**src/rtl/sfhb_pkg.sv**
```systemverilog
// ----------------------------------------------------------------------------
// sfhb_pkg
// Shared types and constants of the SYN flood heavy-hitter blocker.
// ----------------------------------------------------------------------------
package sfhb_pkg;

  // Default table sizes
  localparam int unsigned SourceEntriesDef  = 64;
  localparam int unsigned BlockedEntriesDef = 64;

  // Field widths
  localparam int unsigned CntW  = 24;
  localparam int unsigned AddrW = 32;
  localparam int unsigned AccW  = 32;

  // Stream word widths
  localparam int unsigned InDataW  = 40;
  localparam int unsigned InUserW  = 2;
  localparam int unsigned OutDataW = 96;
  localparam int unsigned OutUserW = 3;

  // Item kinds
  localparam logic [1:0] FuncPacket  = 2'd0;
  localparam logic [1:0] FuncTick    = 2'd1;
  localparam logic [1:0] FuncPreload = 2'd2;

  // Event codes
  localparam logic [2:0] EvQuiet    = 3'd0;
  localparam logic [2:0] EvWarning  = 3'd1;
  localparam logic [2:0] EvScanDet  = 3'd2;
  localparam logic [2:0] EvScanOver = 3'd3;
  localparam logic [2:0] EvScanCont = 3'd4;

  // Register indexes
  localparam logic [1:0] RegWarn  = 2'd0;
  localparam logic [1:0] RegPanic = 2'd1;
  localparam logic [1:0] RegMin   = 2'd2;

  // Register reset values
  localparam logic [CntW-1:0] WarnRst  = 24'd50;
  localparam logic [CntW-1:0] PanicRst = 24'd100;
  localparam logic [CntW-1:0] MinRst   = 24'd10;

  typedef enum logic [3:0] {
    ST_IDLE, ST_DISPATCH, ST_BRD, ST_BCMP, ST_SRD, ST_SCMP,
    ST_TEVAL, ST_TRD, ST_TLATCH, ST_TFIN, ST_TOUT
  } state_e;

  typedef enum logic [1:0] {
    PUR_PACKET, PUR_PRELOAD, PUR_TICK
  } purpose_e;

  // Controller to datapath
  typedef struct packed {
    logic capture;
    logic inc_syn;
    logic bidx_clr;
    logic bidx_inc;
    logic sidx_clr;
    logic sidx_inc;
    logic src_new;
    logic src_inc;
    logic blk_pre;
    logic key_tick;
    logic tick_eval;
    logic latch_cur;
    logic cand_update;
    logic tick_fin;
    logic out_load;
  } cmd_t;

  // Datapath to controller
  typedef struct packed {
    logic [1:0] func;
    logic       is_syn;
    logic       bidx_end;
    logic       blk_hit;
    logic       sidx_end;
    logic       src_hit;
    logic       choose;
    logic       out_free;
  } sts_t;

endpackage

```
**src/rtl/sfhb_ctrl.sv**
```systemverilog
// ----------------------------------------------------------------------------
// sfhb_ctrl
// Sequencer: dispatches items and walks the source and blocked tables.
// ----------------------------------------------------------------------------
module sfhb_ctrl
  import sfhb_pkg::*;
(
  input  logic clk_i,
  input  logic rst_ni,
  input  logic in_valid_i,
  output logic in_ready_o,
  input  sts_t sts_i,
  output cmd_t cmd_o
);

  state_e   state_q, state_d;
  purpose_e pur_q, pur_d;

  // State registers
  always_ff @(posedge clk_i or negedge rst_ni) begin
    if (!rst_ni) begin
      state_q <= ST_IDLE;
      pur_q   <= PUR_PACKET;
    end else begin
      state_q <= state_d;
      pur_q   <= pur_d;
    end
  end

  // Next state and commands
  always_comb begin
    state_d    = state_q;
    pur_d      = pur_q;
    cmd_o      = '0;
    in_ready_o = 1'b0;
    cmd_o.key_tick = (pur_q == PUR_TICK);
    case (state_q)
      ST_IDLE: begin
        in_ready_o = 1'b1;
        if (in_valid_i) begin
          cmd_o.capture = 1'b1;
          state_d = ST_DISPATCH;
        end
      end
      ST_DISPATCH: begin
        cmd_o.bidx_clr = 1'b1;
        case (sts_i.func)
          FuncPacket: begin
            if (sts_i.is_syn) begin
              cmd_o.inc_syn = 1'b1;
              pur_d   = PUR_PACKET;
              state_d = ST_BRD;
            end else begin
              state_d = ST_IDLE;
            end
          end
          FuncPreload: begin
            pur_d   = PUR_PRELOAD;
            state_d = ST_BRD;
          end
          FuncTick: state_d = ST_TEVAL;
          default:  state_d = ST_IDLE;
        endcase
      end
      // blocked table walk, end of list means not blocked
      ST_BRD: begin
        if (sts_i.bidx_end) begin
          case (pur_q)
            PUR_PACKET: begin
              cmd_o.sidx_clr = 1'b1;
              state_d = ST_SRD;
            end
            PUR_PRELOAD: begin
              cmd_o.blk_pre = 1'b1;
              state_d = ST_IDLE;
            end
            default: begin
              cmd_o.cand_update = 1'b1;
              cmd_o.sidx_inc    = 1'b1;
              state_d = ST_TRD;
            end
          endcase
        end else begin
          state_d = ST_BCMP;
        end
      end
      ST_BCMP: begin
        if (sts_i.blk_hit) begin
          if (pur_q == PUR_TICK) begin
            cmd_o.sidx_inc = 1'b1;
            state_d = ST_TRD;
          end else begin
            state_d = ST_IDLE;
          end
        end else begin
          cmd_o.bidx_inc = 1'b1;
          state_d = ST_BRD;
        end
      end
      // source table walk for a packet
      ST_SRD: begin
        if (sts_i.sidx_end) begin
          cmd_o.src_new = 1'b1;
          state_d = ST_IDLE;
        end else begin
          state_d = ST_SCMP;
        end
      end
      ST_SCMP: begin
        if (sts_i.src_hit) begin
          cmd_o.src_inc = 1'b1;
          state_d = ST_IDLE;
        end else begin
          cmd_o.sidx_inc = 1'b1;
          state_d = ST_SRD;
        end
      end
      // interval tick
      ST_TEVAL: begin
        cmd_o.tick_eval = 1'b1;
        cmd_o.sidx_clr  = 1'b1;
        pur_d   = PUR_TICK;
        state_d = ST_TRD;
      end
      ST_TRD: begin
        if (!sts_i.choose) begin
          state_d = ST_TOUT;
        end else if (sts_i.sidx_end) begin
          state_d = ST_TFIN;
        end else begin
          state_d = ST_TLATCH;
        end
      end
      ST_TLATCH: begin
        cmd_o.latch_cur = 1'b1;
        cmd_o.bidx_clr  = 1'b1;
        state_d = ST_BRD;
      end
      ST_TFIN: begin
        cmd_o.tick_fin = 1'b1;
        state_d = ST_TOUT;
      end
      ST_TOUT: begin
        if (sts_i.out_free) begin
          cmd_o.out_load = 1'b1;
          state_d = ST_IDLE;
        end
      end
      default: state_d = ST_IDLE;
    endcase
  end

endmodule

```
**config.mk**
```make
export PLATFORM = sky130hd
export DESIGN_NAME = sfhb_ctrl
export DESIGN_NICKNAME = d
export VERILOG_FILES = /design/src/rtl/sfhb_pkg.sv /design/src/rtl/sfhb_ctrl.sv
export SDC_FILE = /design/constraint.sdc
export NUM_CORES = 1
export LEC_CHECK = 0
export ABC_AREA = 1
export BUFFER_PORTS_ARGS = -buffer_cell sky130_fd_sc_hd__clkbuf_2
export CORE_MARGIN = 2
export CORE_UTILIZATION = 49
export CTS_CLUSTER_DIAMETER = 120
export DETAILED_ROUTE_END_ITERATION = 12
export GPL_TIMING_DRIVEN = 1
export PLACE_DENSITY = 0.82
export SLEW_MARGIN = 20
export SYNTH_ARGS = -nofsm -noshare
export SYNTH_HDL_FRONTEND = slang
export SYNTH_SLANG_ARGS = --single-unit
```
**constraint.sdc**
```tcl
create_clock -name clk_i -period 3.9 [get_ports clk_i]
set_clock_uncertainty 0.15 [all_clocks]
set_input_delay 0.39 -clock clk_i [delete_from_list [all_inputs] [get_ports clk_i]]
set_output_delay 0.39 -clock clk_i [all_outputs]
set_load 0.02 [all_outputs]
```
==> results.toml <==
[status]
run_status = "finished clean"

[global_routing]
grt_start_max_net_pins = 8
initial_antenna_violation_count = 0
grt_first_pass_wirelength_um = 2511
gr-total-overflow = 0
grt_pass1_vias = 625
global_route.usage.total_pct = 23.52

[yosys]
yosys.area.top_type = "dfrtp_1"
synth_top_cell_area_share_pct = 22.94
post_synthesis_sequential_element_count = 6
synth_cell_types = 21
syn_nets = 124
synth.avg_cell_area_sq_um = 6.059
yosys-top-cells-area = "dfrtp_1 23%, nand2_1 14%, inv_1 11%"
synth.yosys.seq_area_share_pct = 22.94
synthesis.instances = 108
number_of_warnings_issued_by_yosys = 0
netlist_area_sq_um = 654.4

[worst_setup_path]
timing.rr.end = "state_q[0]"
worst_path_most_repeated_cell = "nand2_1"
timing.critical_path.buf_inv = 2
worstSetupPathDepth = 6
timing.critical_path.fanout_max = 7
path_type_of_the_worst_setup_path = "flop to output port"
worstSetupEndpoint = "cmd_o[9]"
worstPathArrival_ns = 1.46
timing.reg2reg.worst_path_depth = 6
ff2ff_setup_slack_ns = 2.55
crit_path_cell_trace = "nor2_1 > nand2_1 > inv_1 > nand3_1 > nand2_1 > clkbuf_2"
critPathLaunchType = "flop"
r2r-start = "state_q[3]"
worst_setup_path_end_kind = "output port"
worst_path_largest_cell_delay_ns = 0.45
crit_path_top_delay_cell = "dfrtp_1"
top_family_by_delay_on_critical_path = "simple AND/OR/NAND/NOR gates"
critPathLaunch = "state_q[0]"
required_ns = 3.36

[route]
avgRoutedWirePerCell_um = 10.14
overall_routed_net_length_um = 1551
dr.pass1.iters = 4
dr_iter_0_viols = 32
post_drt_via_cell_ratio = 4.954
drc = 0
detail-route-antenna-nets = 0
detailroute.via_count = 758

[sta]
final-setup-viol-count = 0
report.final.slew_viol_count = 0
hold_ws_ns = 0.3260
grt_setup_unrepaired = "no"
maxClockFrequency_mhz = 500.2
worst-slew-pin-transition_ns = 0.2601
final_min_period_over_clock_period_pct = 51.26
setup-tns-final_ns = 0
hold_violations = 0
period_minus_slack_ns = 1.999
timing.slew.headroom_pct = 82.66

[die]
floorplan.rows = 13
ios = 28
chipWidth_um = 40.55
standard_cell_core_area_sq_um = 1269
height_of_the_die_um = 40.55
starting_utilization_of_the_core_area_pct = 51.58
die_area_sq_um = 1644

[power]
p_seq_share_pct = 24.6
fin_total_pwr_uw = 479.0
switch_pwr_uw = 258.6
netSwitchingFraction_pct = 53.98
internal_power_uw = 220.4
p_per_area_nw_per_um2 = 574.8
combinationalPowerShare_pct = 63.3
leakage_nw = 0.5340
power.ir.vdd_worst_uv = 281.3
clock_power_share_pct = 12.1

[cells_and_area]
fillers = 124
drive_above_1_share_pct = 31.16
layout.cells.most_common_list = "27 x clkbuf_2, 24 x nand2_1, 19 x inv_1, 19 x nor2_1, 7 x nand3_1"
area_growth_pct = 27.34
leading_cell_type_in_the_layout_fill_and_taps_excluded = "clkbuf_2"
final_net_count = 156
insertedDiodeCount = 0

[place]
dpl.hpwl_um = 1338
placement.io_buffers = 27
final_weighted_congestion_in_routability_driven_placement = 0.8785

[clock_network]
cts_num_sinks = 6
htree_num_levels = 1
clkLatencyLatePin_ns = 0.24
clk_pin_slew_worst_paths_ns = 0.04
ctsLongestPathBuffers = 2
cts_setup_buffers = 0
clock_tree_from_tritoncts = "built"
numCtsBuffers = 3
cts.hold.buffers_added = 1
post_cts.resized_instances = 0
clk_root_buffer_cell = "clkbuf_4"

[hold_path]
min-delay-path-class = "input port to flop"

[run]
cap_violations = 0
## cells by family after synthesis
kind of cell    after synthesis  share of synthesized area (%)
compound gates               10                          8.413
flops                         6                          22.94
fa+ha+maj                     4                          7.648
simple gates                 63                          45.70
buf+inv                      25                          15.30
## flip-flops by register name (all words and copies together) (netlist names)
name,count
pur_q,2
state_q,4
## synth_stat cells
master	count
a21oi_1	1
buf_4	1
dfrtp_1	6
ha_1	4
inv_1	19
inv_2	4
inv_4	1
nand2_1	24
nand2_2	3
nand3_1	7
nand3b_1	2
nand4_1	1
nor2_1	19
nor2_2	1
nor2_4	4
nor3_1	1
nor4_1	1
o21a_1	1
o21ai_0	2
o21ai_1	5
o31ai_1	1
## worst min-delay path by stage
stage / start / endpoint / cells after the start
after floorplan: rst_ni / pur_q[0] / 0
after global placement: rst_ni / pur_q[0] / 1
after detailed placement: rst_ni / pur_q[1] / 1
after CTS: in_valid_i / state_q[0] / 3
after global routing: in_valid_i / state_q[0] / 3
final: in_valid_i / state_q[0] / 3
## cell type report
cell class	instances	area, sq um	area share [%]
tap	15	18.77	2.252
sequential	6	150.1	18.02
timing repair buffer	28	145.1	17.42
clock buffer	3	22.52	2.703
multi-input combinational	77	404.1	48.50
inverter	24	92.59	11.11
## power by group through the flow
stage | sequential (mW) | clock (mW) | combinational, mW
4_1_cts | 0.117 | 0.0614 | 0.303
3_5_place_dp | 0.118 | 0 | 0.300
3_3_place_gp | 0.118 | 0 | 0.293
2_1_floorplan | 0.112 | 0 | 0.229
5_1_grt | 0.122 | 0.0623 | 0.342
6_report | 0.118 | 0.0580 | 0.303
## metrics by stage
stage                     instances  cell area [sq um]  utilization (%)  setup WS [ns]
after floorplan                 108              654.4                -          2.103
after global placement          149              800.8            63.12          2.191
after detailed placement        149              800.8            63.12          2.164
after CTS                       153              833.3            65.68          1.894
after global routing            153              833.3            65.68          1.791
final                           153              833.3            65.68          1.901
## worst register-to-register path: cells and delay by family, from the launching register on
family          cells  cell delay, ns
flops               1            0.46
simple gates        3            0.37
buf+inv             2            0.15
compound gates      1            0.11
## routing by layer
layer,part of all wire (%),vias up,GRT usage (%)
met5,0,-,0
met4,1.2,0,15.00
met3,7.5,4,1.667
met2,49,31,37.70
met1,42,329,30.00
li1,-,394,-
Note: power is estimated with default switching activity, not from simulation.
